--- config.mk ---
export PLATFORM = sky130hd
export DESIGN_NAME = stack_percentile_quality
export DESIGN_NICKNAME = d
export VERILOG_FILES = /design/src/hdl/spq_pkg.sv /design/src/hdl/stack_percentile_quality.sv /design/src/hdl/spq_cell.sv /design/src/hdl/spq_select.sv /design/src/hdl/spq_score.sv
export SDC_FILE = /design/constraint.sdc
export NUM_CORES = 2
export LEC_CHECK = 0
export BUFFER_PORTS_ARGS = -buffer_cell sky130_fd_sc_hd__buf_2
export CAP_MARGIN = 20
export CELL_PAD_IN_SITES_DETAIL_PLACEMENT = 1
export CELL_PAD_IN_SITES_GLOBAL_PLACEMENT = 1
export CORE_MARGIN = 8
export CORE_UTILIZATION = 50
export CTS_BUF_LIST = sky130_fd_sc_hd__clkbuf_4 sky130_fd_sc_hd__clkbuf_8
export DETAILED_ROUTE_END_ITERATION = 10
export PLACE_DENSITY = 0.75
export RECOVER_POWER = 100
export SLEW_MARGIN = 25
export SYNTH_ARGS = -nofsm -noshare
export SYNTH_HDL_FRONTEND = slang
export SYNTH_SLANG_ARGS = --single-unit
--- constraint.sdc ---
create_clock -name clk -period 29.1 [get_ports clk]
set_clock_uncertainty 0.1 [all_clocks]
set_input_delay 1.455 -clock clk [delete_from_list [all_inputs] [get_ports clk]]
set_output_delay 1.455 -clock clk [all_outputs]
set_load 0.05 [all_outputs]
--- src/hdl/spq_pkg.sv ---
// spq_pkg: shared constants and types for the stack percentile quality block
// no dependencies; imported by every module under hdl

package spq_pkg;

  // default build values for the top-level parameters
  localparam int STACK_DEPTH_DEF  = 8;
  localparam int QUALITY_BITS_DEF = 16;

  // configuration register layout
  localparam int RATIO_W    = 17;
  localparam int ACTIVE_W   = 4;
  localparam int CFG_ADDR_W = 1;
  localparam int CFG_DATA_W = 17;

  localparam logic [RATIO_W-1:0]  RATIO_RESET  = 17'h10000;
  localparam logic [ACTIVE_W-1:0] ACTIVE_RESET = 4'd8;

  // fraction bits of the ratio (unsigned Q1.16)
  localparam int RATIO_FRAC = 16;

  // register indexes on the configuration port
  typedef enum logic [CFG_ADDR_W-1:0] {
    REG_RATIO  = 1'b0,
    REG_ACTIVE = 1'b1
  } cfg_reg_t;

endpackage

--- src/hdl/stack_percentile_quality.sv ---
// stack_percentile_quality: top level, percentile target and closeness scores
// depends on spq_pkg, spq_cell, spq_select, spq_score
//
//  channel | dir | handshake          | payload
//  in_     | in  | in_tvalid/tready   | in_tdata: quality_0 .. quality_N-1
//  out_    | out | out_tvalid/tready  | out_tdata: target_quality, closeness_0 ..
//  cfg_    | in  | cfg_we             | cfg_addr, cfg_wdata
//
// one word per cycle sustained while out_tready is high; the path holds one
// insertion cell per stacked input, then the select register and the result
// register. ready is computed per stage, so bubbles close up under a stalled
// output and new words are taken while a result waits. synchronous reset
// clears the valid bits and loads ratio 65536 and active inputs 8.

module stack_percentile_quality import spq_pkg::*; #(
  parameter int STACK_DEPTH  = STACK_DEPTH_DEF,
  parameter int QUALITY_BITS = QUALITY_BITS_DEF
) (
  input  logic                  clk,
  input  logic                  rst_n,
  // quality_0 .. quality_N-1 from bit 0 up, zero padded to whole bytes
  input  logic [((STACK_DEPTH*QUALITY_BITS+7)/8)*8-1:0]     in_tdata,
  input  logic                  in_tvalid,
  output logic                  in_tready,
  // target_quality, closeness_0 .. closeness_N-1 from bit 0 up, zero padded
  output logic [(((STACK_DEPTH+1)*QUALITY_BITS+7)/8)*8-1:0] out_tdata,
  output logic                  out_tvalid,
  input  logic                  out_tready,
  input  logic                  cfg_we,
  input  logic [CFG_ADDR_W-1:0] cfg_addr,
  input  logic [CFG_DATA_W-1:0] cfg_wdata
);

  localparam int D  = STACK_DEPTH;
  localparam int QB = QUALITY_BITS;
  localparam int CW = $clog2(D+1);
  localparam logic signed [QB-1:0] NEG_ONE = {2'b11, {(QB-2){1'b0}}};
  localparam logic signed [QB-1:0] POS_ONE = {2'b01, {(QB-2){1'b0}}};

  logic [RATIO_W-1:0]  ratio_r;
  logic [ACTIVE_W-1:0] active_r;
  logic [CW-1:0]       used;

  // configuration registers
  always_ff @(posedge clk) begin
    if (!rst_n) begin
      ratio_r  <= RATIO_RESET;
      active_r <= ACTIVE_RESET;
    end else if (cfg_we) begin
      case (cfg_reg_t'(cfg_addr))
        REG_RATIO:  ratio_r  <= cfg_wdata[RATIO_W-1:0];
        REG_ACTIVE: active_r <= cfg_wdata[ACTIVE_W-1:0];
        default: ;
      endcase
    end
  end

  // inputs in use, clamped to the stack depth
  assign used = (active_r > ACTIVE_W'(D)) ? CW'(D) : CW'(active_r);

  // sorting chain
  logic                 ch_valid [D+1];
  logic                 ch_ready [D+1];
  logic signed [QB-1:0] ch_q   [D+1][D];
  logic signed [QB-1:0] ch_srt [D+1][D];
  logic [CW-1:0]        ch_cnt [D+1];

  for (genvar i = 0; i < D; i++) begin : g_head
    assign ch_q[0][i]   = in_tdata[i*QB +: QB];
    assign ch_srt[0][i] = '0;
  end
  assign ch_cnt[0]   = '0;
  assign ch_valid[0] = in_tvalid;
  assign in_tready   = ch_ready[0];

  for (genvar k = 0; k < D; k++) begin : g_cell
    spq_cell #(
      .STACK_DEPTH (D),
      .QUALITY_BITS(QB),
      .IDX         (k)
    ) u_cell (
      .clk      (clk),
      .rst_n    (rst_n),
      .used     (used),
      .in_valid (ch_valid[k]),
      .in_ready (ch_ready[k]),
      .in_q     (ch_q[k]),
      .in_srt   (ch_srt[k]),
      .in_cnt   (ch_cnt[k]),
      .out_valid(ch_valid[k+1]),
      .out_ready(ch_ready[k+1]),
      .out_q    (ch_q[k+1]),
      .out_srt  (ch_srt[k+1]),
      .out_cnt  (ch_cnt[k+1])
    );
  end

  // percentile pick
  logic                 sel_valid;
  logic                 sel_ready;
  logic signed [QB-1:0] sel_q [D];
  logic signed [QB-1:0] sel_target;

  spq_select #(
    .STACK_DEPTH (D),
    .QUALITY_BITS(QB)
  ) u_select (
    .clk       (clk),
    .rst_n     (rst_n),
    .ratio     (ratio_r),
    .in_valid  (ch_valid[D]),
    .in_ready  (ch_ready[D]),
    .in_q      (ch_q[D]),
    .in_srt    (ch_srt[D]),
    .in_cnt    (ch_cnt[D]),
    .out_valid (sel_valid),
    .out_ready (sel_ready),
    .out_q     (sel_q),
    .out_target(sel_target)
  );

  // scoring and result register
  logic signed [QB-1:0] res_target;
  logic signed [QB-1:0] res_score [D];

  spq_score #(
    .STACK_DEPTH (D),
    .QUALITY_BITS(QB)
  ) u_score (
    .clk       (clk),
    .rst_n     (rst_n),
    .used      (used),
    .in_valid  (sel_valid),
    .in_ready  (sel_ready),
    .in_q      (sel_q),
    .in_target (sel_target),
    .out_valid (out_tvalid),
    .out_ready (out_tready),
    .out_target(res_target),
    .out_score (res_score)
  );

  // pack the result word
  always_comb begin
    out_tdata = '0;
    out_tdata[QB-1:0] = res_target;
    for (int i = 0; i < D; i++) begin
      out_tdata[(i+1)*QB +: QB] = res_score[i];
    end
  end

  // input is only refused when a result is held by the sink
  assert property (@(posedge clk) disable iff (!rst_n)
    !in_tready |-> (out_tvalid && !out_tready))
    else $error("input stalled without output backpressure");

  // target is either the empty marker or a positive quality
  assert property (@(posedge clk) disable iff (!rst_n)
    out_tvalid |-> (res_target == NEG_ONE || res_target > 0))
    else $error("target out of the valid set");

  for (genvar i = 0; i < D; i++) begin : g_chk
    // no valid input means every lane is marked empty
    assert property (@(posedge clk) disable iff (!rst_n)
      (out_tvalid && res_target == NEG_ONE) |-> (res_score[i] == NEG_ONE))
      else $error("lane scored although no input was valid");

    // a closeness never exceeds one
    assert property (@(posedge clk) disable iff (!rst_n)
      out_tvalid |-> (res_score[i] <= POS_ONE))
      else $error("closeness above one");
  end

endmodule

--- src/hdl/spq_cell.sv ---
// spq_cell: one insertion cell of the sorting chain, registers one word
// depends on spq_pkg; chained inside stack_percentile_quality

module spq_cell import spq_pkg::*; #(
  parameter int STACK_DEPTH  = STACK_DEPTH_DEF,
  parameter int QUALITY_BITS = QUALITY_BITS_DEF,
  parameter int IDX          = 0
) (
  input  logic                           clk,
  input  logic                           rst_n,
  input  logic [$clog2(STACK_DEPTH+1)-1:0] used,
  input  logic                           in_valid,
  output logic                           in_ready,
  input  logic signed [QUALITY_BITS-1:0] in_q   [STACK_DEPTH],
  input  logic signed [QUALITY_BITS-1:0] in_srt [STACK_DEPTH],
  input  logic [$clog2(STACK_DEPTH+1)-1:0] in_cnt,
  output logic                           out_valid,
  input  logic                           out_ready,
  output logic signed [QUALITY_BITS-1:0] out_q   [STACK_DEPTH],
  output logic signed [QUALITY_BITS-1:0] out_srt [STACK_DEPTH],
  output logic [$clog2(STACK_DEPTH+1)-1:0] out_cnt
);

  localparam int CW = $clog2(STACK_DEPTH+1);

  logic                           valid_r;
  logic signed [QUALITY_BITS-1:0] q_r   [STACK_DEPTH];
  logic signed [QUALITY_BITS-1:0] srt_r [STACK_DEPTH];
  logic [CW-1:0]                  cnt_r;

  logic                           take;
  logic [STACK_DEPTH-1:0]         le_mask;
  logic [CW-1:0]                  pos;
  logic signed [QUALITY_BITS-1:0] srt_nxt [STACK_DEPTH];
  logic [CW-1:0]                  cnt_nxt;
  logic signed [QUALITY_BITS-1:0] qv;

  assign qv   = in_q[IDX];
  assign take = (CW'(IDX) < used) && (qv > 0);

  // insertion point: number of held entries not above the new value
  always_comb begin
    for (int j = 0; j < STACK_DEPTH; j++) begin
      le_mask[j] = (CW'(j) < in_cnt) && (in_srt[j] <= qv);
    end
    pos = CW'($countones(le_mask));
  end

  // open a slot at the insertion point and shift the larger entries up
  always_comb begin
    for (int j = 0; j < STACK_DEPTH; j++) begin
      if (!take || CW'(j) < pos) begin
        srt_nxt[j] = in_srt[j];
      end else if (CW'(j) == pos) begin
        srt_nxt[j] = qv;
      end else begin
        srt_nxt[j] = in_srt[(j == 0) ? 0 : j-1];
      end
    end
    cnt_nxt = take ? in_cnt + CW'(1) : in_cnt;
  end

  assign in_ready = !valid_r || out_ready;

  // word valid
  always_ff @(posedge clk) begin
    if (!rst_n) begin
      valid_r <= 1'b0;
    end else if (in_ready) begin
      valid_r <= in_valid;
    end
  end

  // payload
  always_ff @(posedge clk) begin
    if (in_valid && in_ready) begin
      q_r   <= in_q;
      srt_r <= srt_nxt;
      cnt_r <= cnt_nxt;
    end
  end

  assign out_valid = valid_r;
  assign out_q     = q_r;
  assign out_srt   = srt_r;
  assign out_cnt   = cnt_r;

endmodule

--- src/hdl/spq_select.sv ---
// spq_select: picks the percentile entry out of the sorted stack, registered
// depends on spq_pkg; fed by the last spq_cell

module spq_select import spq_pkg::*; #(
  parameter int STACK_DEPTH  = STACK_DEPTH_DEF,
  parameter int QUALITY_BITS = QUALITY_BITS_DEF
) (
  input  logic                           clk,
  input  logic                           rst_n,
  input  logic [RATIO_W-1:0]             ratio,
  input  logic                           in_valid,
  output logic                           in_ready,
  input  logic signed [QUALITY_BITS-1:0] in_q   [STACK_DEPTH],
  input  logic signed [QUALITY_BITS-1:0] in_srt [STACK_DEPTH],
  input  logic [$clog2(STACK_DEPTH+1)-1:0] in_cnt,
  output logic                           out_valid,
  input  logic                           out_ready,
  output logic signed [QUALITY_BITS-1:0] out_q [STACK_DEPTH],
  output logic signed [QUALITY_BITS-1:0] out_target
);

  localparam int CW = $clog2(STACK_DEPTH+1);
  localparam int IW = $clog2(STACK_DEPTH);
  localparam int PW = CW + RATIO_W;
  localparam logic signed [QUALITY_BITS-1:0] NEG_ONE = {2'b11, {(QUALITY_BITS-2){1'b0}}};

  logic                           valid_r;
  logic signed [QUALITY_BITS-1:0] q_r [STACK_DEPTH];
  logic signed [QUALITY_BITS-1:0] target_r;

  logic [PW-1:0]                  prod;
  logic [CW:0]                    rank;
  logic [CW-1:0]                  cnt_m1;
  logic [CW-1:0]                  rank_c;
  logic signed [QUALITY_BITS-1:0] target_nxt;

  // rank = floor(count * ratio), clamped to count - 1
  always_comb begin
    prod   = PW'(in_cnt) * PW'(ratio);
    rank   = prod[PW-1:RATIO_FRAC];
    cnt_m1 = in_cnt - CW'(1);
    rank_c = (rank > {1'b0, cnt_m1}) ? cnt_m1 : rank[CW-1:0];
    if (in_cnt == '0) begin
      target_nxt = NEG_ONE;
    end else begin
      target_nxt = in_srt[rank_c[IW-1:0]];
    end
  end

  assign in_ready = !valid_r || out_ready;

  // word valid
  always_ff @(posedge clk) begin
    if (!rst_n) begin
      valid_r <= 1'b0;
    end else if (in_ready) begin
      valid_r <= in_valid;
    end
  end

  // payload
  always_ff @(posedge clk) begin
    if (in_valid && in_ready) begin
      q_r      <= in_q;
      target_r <= target_nxt;
    end
  end

  assign out_valid  = valid_r;
  assign out_q      = q_r;
  assign out_target = target_r;

endmodule

--- src/hdl/spq_score.sv ---
// spq_score: closeness of each input to the target, saturated, output register
// depends on spq_pkg; fed by spq_select, drives the result channel

module spq_score import spq_pkg::*; #(
  parameter int STACK_DEPTH  = STACK_DEPTH_DEF,
  parameter int QUALITY_BITS = QUALITY_BITS_DEF
) (
  input  logic                           clk,
  input  logic                           rst_n,
  input  logic [$clog2(STACK_DEPTH+1)-1:0] used,
  input  logic                           in_valid,
  output logic                           in_ready,
  input  logic signed [QUALITY_BITS-1:0] in_q [STACK_DEPTH],
  input  logic signed [QUALITY_BITS-1:0] in_target,
  output logic                           out_valid,
  input  logic                           out_ready,
  output logic signed [QUALITY_BITS-1:0] out_target,
  output logic signed [QUALITY_BITS-1:0] out_score [STACK_DEPTH]
);

  localparam int CW = $clog2(STACK_DEPTH+1);
  localparam int QB = QUALITY_BITS;
  localparam logic signed [QB-1:0] NEG_ONE = {2'b11, {(QB-2){1'b0}}};
  localparam logic signed [QB+1:0] ONE_X   = {4'b0001, {(QB-2){1'b0}}};
  localparam logic signed [QB-1:0] Q_MAX   = {1'b0, {(QB-1){1'b1}}};
  localparam logic signed [QB-1:0] Q_MIN   = {1'b1, {(QB-1){1'b0}}};

  logic                 valid_r;
  logic signed [QB-1:0] target_r;
  logic signed [QB-1:0] score_r [STACK_DEPTH];

  logic signed [QB:0]   diff   [STACK_DEPTH];
  logic signed [QB+1:0] adiff  [STACK_DEPTH];
  logic signed [QB+1:0] raw    [STACK_DEPTH];
  logic signed [QB-1:0] score_nxt [STACK_DEPTH];

  // per lane: 1 - |q - target|, saturated; unused or empty lanes get -1
  always_comb begin
    for (int i = 0; i < STACK_DEPTH; i++) begin
      diff[i]  = {in_q[i][QB-1], in_q[i]} - {in_target[QB-1], in_target};
      adiff[i] = diff[i][QB] ? -{diff[i][QB], diff[i]} : {diff[i][QB], diff[i]};
      raw[i]   = ONE_X - adiff[i];
      if (!(CW'(i) < used) || !(in_q[i] > 0)) begin
        score_nxt[i] = NEG_ONE;
      end else if (raw[i][QB+1:QB-1] != 3'b000 && raw[i][QB+1:QB-1] != 3'b111) begin
        score_nxt[i] = raw[i][QB+1] ? Q_MIN : Q_MAX;
      end else begin
        score_nxt[i] = raw[i][QB-1:0];
      end
    end
  end

  assign in_ready = !valid_r || out_ready;

  // result word valid
  always_ff @(posedge clk) begin
    if (!rst_n) begin
      valid_r <= 1'b0;
    end else if (in_ready) begin
      valid_r <= in_valid;
    end
  end

  // result payload
  always_ff @(posedge clk) begin
    if (in_valid && in_ready) begin
      target_r <= in_target;
      score_r  <= score_nxt;
    end
  end

  assign out_valid  = valid_r;
  assign out_target = target_r;
  assign out_score  = score_r;

endmodule
After elaboration in Yosys (flattened, before gate mapping)
Cells that the tools add are included.
Widths: inputs -> output; s select.
{ "totals": {"elab_cells": 844, "mem_bits_rw": 0, "mem_bits_ro": 0, "memories": 0, "latchBits": 0, "ff_bits": 2287, "inputBits": 151} }
{ "classes": {"bitwise_logic": 8, "n_lt_le_gt_ge": 189, "addsub": 81, "n_reduce_logical": 213, "n_mux": 136, "eq_ne": 57, "n_mul": 1, "div": 0, "shift": 0} }
{ "op_table": {"columns": ["op", "count"], "rows": [
  ["$mux 16", 117],
  ["$le 16x16->1", 49],
  ["$gt 16x1->1 const B", 16],
  ["$lt 3x4->1 const A", 60],
  ["$mux 18", 8],
  ["$neg 18->18", 8],
  ["$sub 16x18->18 const A", 8],
  ["$sub 16x16->17", 8],
  ["$lt 1x4->1 const A", 30],
  ["$lt 2x4->1 const A", 30],
  ["$eq 3x4->1 const A", 28],
  ["$add 4x4->4", 21],
  ["$logic_and 1x1->1", 82],
  ["$logic_or 1x1->1", 74],
  ["$add 1x1->2", 28],
  ["$eq 2x4->1 const A", 14],
  ["$bmux 16 s3", 1],
  ["$logic_not 1->1", 33],
  ["$logic_not 4->1", 8],
  ["$mux 4", 8],
  ["$add 4x1->4 const B", 7],
  ["$eq 1x4->1 const A", 7],
  ["$ne 3x3->1 const B", 8],
  ["$reduce_bool 3->1", 8],
  ["12 further kinds", 24]
]} }

Longest topological paths before layout
{ "depth": {"ltp_word": 12, "depth_mapped": 31, "mapped_depth_nobuf": 27} }

Modules after synthesis
Synthesis repeated with hierarchy kept, for this count alone.
{ "hier_totals": {"cells_unflattened": 12199, "hier_area_um2": 139889.2} }
{ "by_module_without_submodules": {"columns": ["module", "cells_each", "area_per_inst_um2", "n_inst"], "rows": [
  ["spq_score", 2615, 20963.9, 1],
  ["spq_cell at g_cell[0].u_cell", 1082, 13873.3, 1],
  ["spq_cell at g_cell[6].u_cell", 1095, 13858.3, 1],
  ["spq_cell at g_cell[7].u_cell", 1106, 13812.0, 1],
  ["spq_cell at g_cell[4].u_cell", 1123, 13691.9, 1],
  ["spq_cell at g_cell[1].u_cell", 1123, 13674.4, 1],
  ["spq_cell at g_cell[2].u_cell", 1082, 13661.9, 1],
  ["spq_cell at g_cell[3].u_cell", 1121, 13656.8, 1],
  ["spq_cell at g_cell[5].u_cell", 1083, 13640.6, 1],
  ["spq_select", 674, 8175.3, 1],
  ["stack_percentile_quality", 95, 880.8, 1]
]} }

Least setup slack after synthesis
No wires, ideal clock.
{ "synth_path": {"path_type": "input-to-reg", "from": "in out_tready", "to": "reg g_cell[5].u_cell.cnt_r[0] (enable)", "slack_ns": 7.062, "stages": 4, "required_ns": 27.723, "path_buffers": 0, "setup_ns": 1.277, "arrival_ns": 20.661, "cell_sequence": "nor2b_1 -> and3_1 -> and2_0 -> a21boi_0"} }
{ "synth_via": {"elab_chain_len": 6} }
{ "synth_lines": {"columns": ["element", "line", "source"], "rows": [
  ["from (decl)", "stack_percentile_quality.sv:28", "input logic out_tready,"],
  ["$logic_or 1x1->1", "spq_score.sv:53", "assign in_ready = !valid_r || out_ready;"],
  ["$logic_or 1x1->1", "spq_select.sv:50", "assign in_ready = !valid_r || out_ready;"],
  ["$logic_or 1x1->1 (3 in a row)", "spq_cell.sv:63", "assign in_ready = !valid_r || out_ready;"],
  ["$logic_and 1x1->1", "spq_cell.sv:76", "if (in_valid && in_ready) begin"],
  ["to (signal assigned)", "spq_cell.sv:79", "cnt_r <= cnt_nxt;"],
  ["to (decl)", "spq_cell.sv:29", "logic [CW-1:0] cnt_r;"]
]} }
Every way passes these cells.
A chain may end at the register's enable or synchronous reset.

Worst setup path in the final report
{ "layout_path": {"from": "in out_tready", "to": "reg g_cell[2].u_cell.q_r, in the netlist g_cell[2].u_cell.out_q[8] (enable)"} }
{ "layout_via": {"elab_chain_len": 9} }
{ "layout_lines": {"columns": ["element", "line", "source"], "rows": [
  ["$logic_or 1x1->1", "spq_score.sv:53", null],
  ["$logic_or 1x1->1", "spq_select.sv:50", null],
  ["$logic_or 1x1->1 (6 in a row)", "spq_cell.sv:63", null],
  ["$logic_and 1x1->1", "spq_cell.sv:76", null],
  ["to (signal assigned)", "spq_cell.sv:77", "q_r <= in_q;"],
  ["to (decl)", "spq_cell.sv:27", "logic signed [QUALITY_BITS-1:0] q_r [STACK_DEPTH];"]
]} }
Every way passes these cells.

==> metrics.txt <==
largest net degree at the start of global routing 196; Placer Congestion 0.963; Hold Crit Start g_cell[3].u_cell.out_q[100]; share of cells above drive strength 1 0.0876; top post-synthesis cells by count edfxtp_1 (2,154), ha_1 (891), a21oi_1 (821); Post-CTS Resized 0; count of pins over their slew limit 3,233; clk buf depth 4; CP required 29.45 ns; Yosys reg bits 2,185; actual slew at the worst max-slew pin 8.80 ns; CTS tree done; post-route ant nets 0; Die Span X 499 um; unrepaired setup endpoints after global routing false; First DRT Iteration DRCs 8,059; sequential fraction of the synthesis area 0.559; vias per cell 6.28; synthesized area per cell 11.9 sq um; I/O Pins 297; Sink Count 2,185; Total GRT Usage 0.313; worst r2r path cells 12; Synth Warn # 0; Synth Instances 9,808; initial antenna violation count 36; Setup WS post-layout 13.69 ns; Pwr Density 52.7 nW/um^2; most area-consuming cells after synthesis edfxtp_1 (55%), ha_1 (9.5%), mux2i_1 (4.7%); hold-fix buffer count after cts 0; ys flop type edfxtp_1; failing checks max-capacitance violations, max-slew violations; Final min period 15.41 ns; Syn Std Cell Area 117,000 sq um; CTS clk-pin slew, worst paths 0.07 ns; CP endpoint kind flip-flop; post-synth cell types 115; CTS root buf clkbuf_8; drt wl/cell 29.8 um; flop-to-flop setup slack 13.76 ns; # setup viols final 0; ys async rst share 0; WHS Endpoint g_cell[4].u_cell.out_q[100]; HPWL Detailed 302,000 um; largest area contributor in the netlist edfxtp_1; CTS buffer count 371; Crit Path Class input pin to flip-flop; status complete, but fails checks; r2r endpoint g_cell[2].u_cell.out_q[8]; Layout area overhead 10.0%; Slew headroom -4.86; chip height 499 um; max-cap viol count 72; starting density of the core 0.502; PortBufs 296; Critical Path Start Type input pin; CP arrival 15.76 ns; insertion delay to the later sink of the worst-skew pair 1.10 ns; Final Hold Fails 0; First-pass DRT Iterations 6; vias in the first global route 86.9k; Min-Delay Path Class flip-flop to flip-flop; core area 233,000 sq um; Post-synth EDFFs 2,154; total gr overflow 0; Rows 177; Fmax 64.9 MHz; Leak 0.0474 uW; Routed WL 404,000 um; post-layout util 0.553; postcts setup bufs 0; R2R Path Start u_score.out_valid; Layout fillers 24.2k; vias 85.2k; Max VDD drop 0.0000521 V; worst-path fanout max 119; Nets 11.3k; hold path cells 0; top cell type's share of synthesized area 0.554; Remaining DRCs 0; setup TNS 0 ns; final period utilization 0.530; first-pass GRT wire length 585,000 um; die area 249,000 sq um; dpl ws 20.90 ns; H-tree lvl count 5; most frequent cell after synthesis edfxtp_1
==> how the worst max path moves through the flow <==
stage | start | endpoint | slack, ns
floorplan | out_tready | g_cell[5].u_cell.out_cnt[0] | 7.06
global placement | g_cell[3].u_cell.out_q[49] | g_cell[4].u_cell.out_srt[118] | 21.10
detailed placement | g_cell[3].u_cell.out_q[49] | g_cell[4].u_cell.out_srt[118] | 20.90
CTS | g_cell[3].u_cell.out_q[49] | g_cell[4].u_cell.out_srt[126] | 20.81
global route | u_score.out_valid | g_cell[2].u_cell.out_q[11] | 12.74
finish | out_tready | g_cell[2].u_cell.out_q[8] | 13.69
==> registers in the layout (all words and copies together) (netlist names) <==
name                     flops
active_r                     4
g_cell.u_cell.out_cnt       26
g_cell.u_cell.out_q       1024
g_cell.u_cell.out_srt      816
g_cell.u_cell.out_valid      8
ratio_r                     17
u_score.out_score          128
u_score.out_target          16
u_score.out_valid            1
u_select.out_q             128
u_select.out_target         16
u_select.out_valid           1
==> worst max-delay path: stages <==
cell	delay [ns]
buf_2	0.08
nor2b_1	0.03
clkbuf_1	0.27
and3_1	0.32
and2_0	0.16
clkbuf_1	0.22
nand3_1	0.20
nor2_1	0.10
and2_0	0.34
nor2b_1	1.15
clkbuf_1	2.92
clkbuf_1	2.94
clkbuf_1	5.14
==> report_power, final <==
part | switching, uW | internal [uW] | leakage (uW)
clock | 1290 | 1510 | 0.00379
sequential | 43.3 | 3500 | 0.0201
combinational | 282 | 146 | 0.0234
==> routing by layer <==
layer / wire (um) / up-vias / GRT usage / part of all wire
li1: - / 37800 / - / -
met3: 32300 / 826 / 0.0569 / 0.080
met4: 15900 / 14 / 0.114 / 0.039
met2: 182000 / 3725 / 0.496 / 0.45
met1: 173000 / 42800 / 0.434 / 0.43
met5: 82 / - / 0 / 0.00020
==> area by class of cell <==
class	instances	area, sq um	share of cell area
clock inverters	181	1390	0.0108
flip-flops and latches	2185	65300	0.508
well taps	3043	3810	0.0296
diodes	7	17.5	0.000136
multi-input cells	6826	48500	0.378
repair buffers	472	2140	0.0167
inverters	380	1430	0.0111
clock buffers	469	5870	0.0457
==> stage by stage <==
stage                     power (uW)  hold slack (ns)  instance area [sq um]  instances
after floorplan                 3880            0.300                 117000       9813
after global placement          4000            0.300                 122000      12900
after detailed placement        4020            0.305                 122000      12900
after CTS                       6810            0.275                 129000      13600
after global routing            6960            0.282                 128000      13600
final                           6780            0.295                 128000      13600
==> logic make-up after synthesis <==
| group | count (synthesis) | share of synthesized area |
|---|---|---|
| muxes | 640 | 0.0559 |
| DFF | 2185 | 0.559 |
| other | 1 | 0.0000321 |
| adders and majority gates | 948 | 0.105 |
| AOI/OAI and AO/OA | 2288 | 0.120 |
| buffers and inverters | 802 | 0.0262 |
| and+or+nand+nor | 2662 | 0.112 |
| xor gates and xnor gates | 282 | 0.0213 |
==> layout by cell type, fill, tap and decap left out, drive strengths merged, types with 136 or more instances in the layout <==
cell type / n
nor3: 136
clkinv: 141
nand4: 197
clkbuf: 764
inv: 387
a21oi: 823
nor2b: 152
nand2: 650
nand2b: 137
ha: 891
nor2: 767
o21a: 181
a21o: 163
edfxtp: 2154
buf: 177
xnor2: 204
mux2i: 546
o21ai: 613
Note: power is estimated with default switching activity, not from simulation.
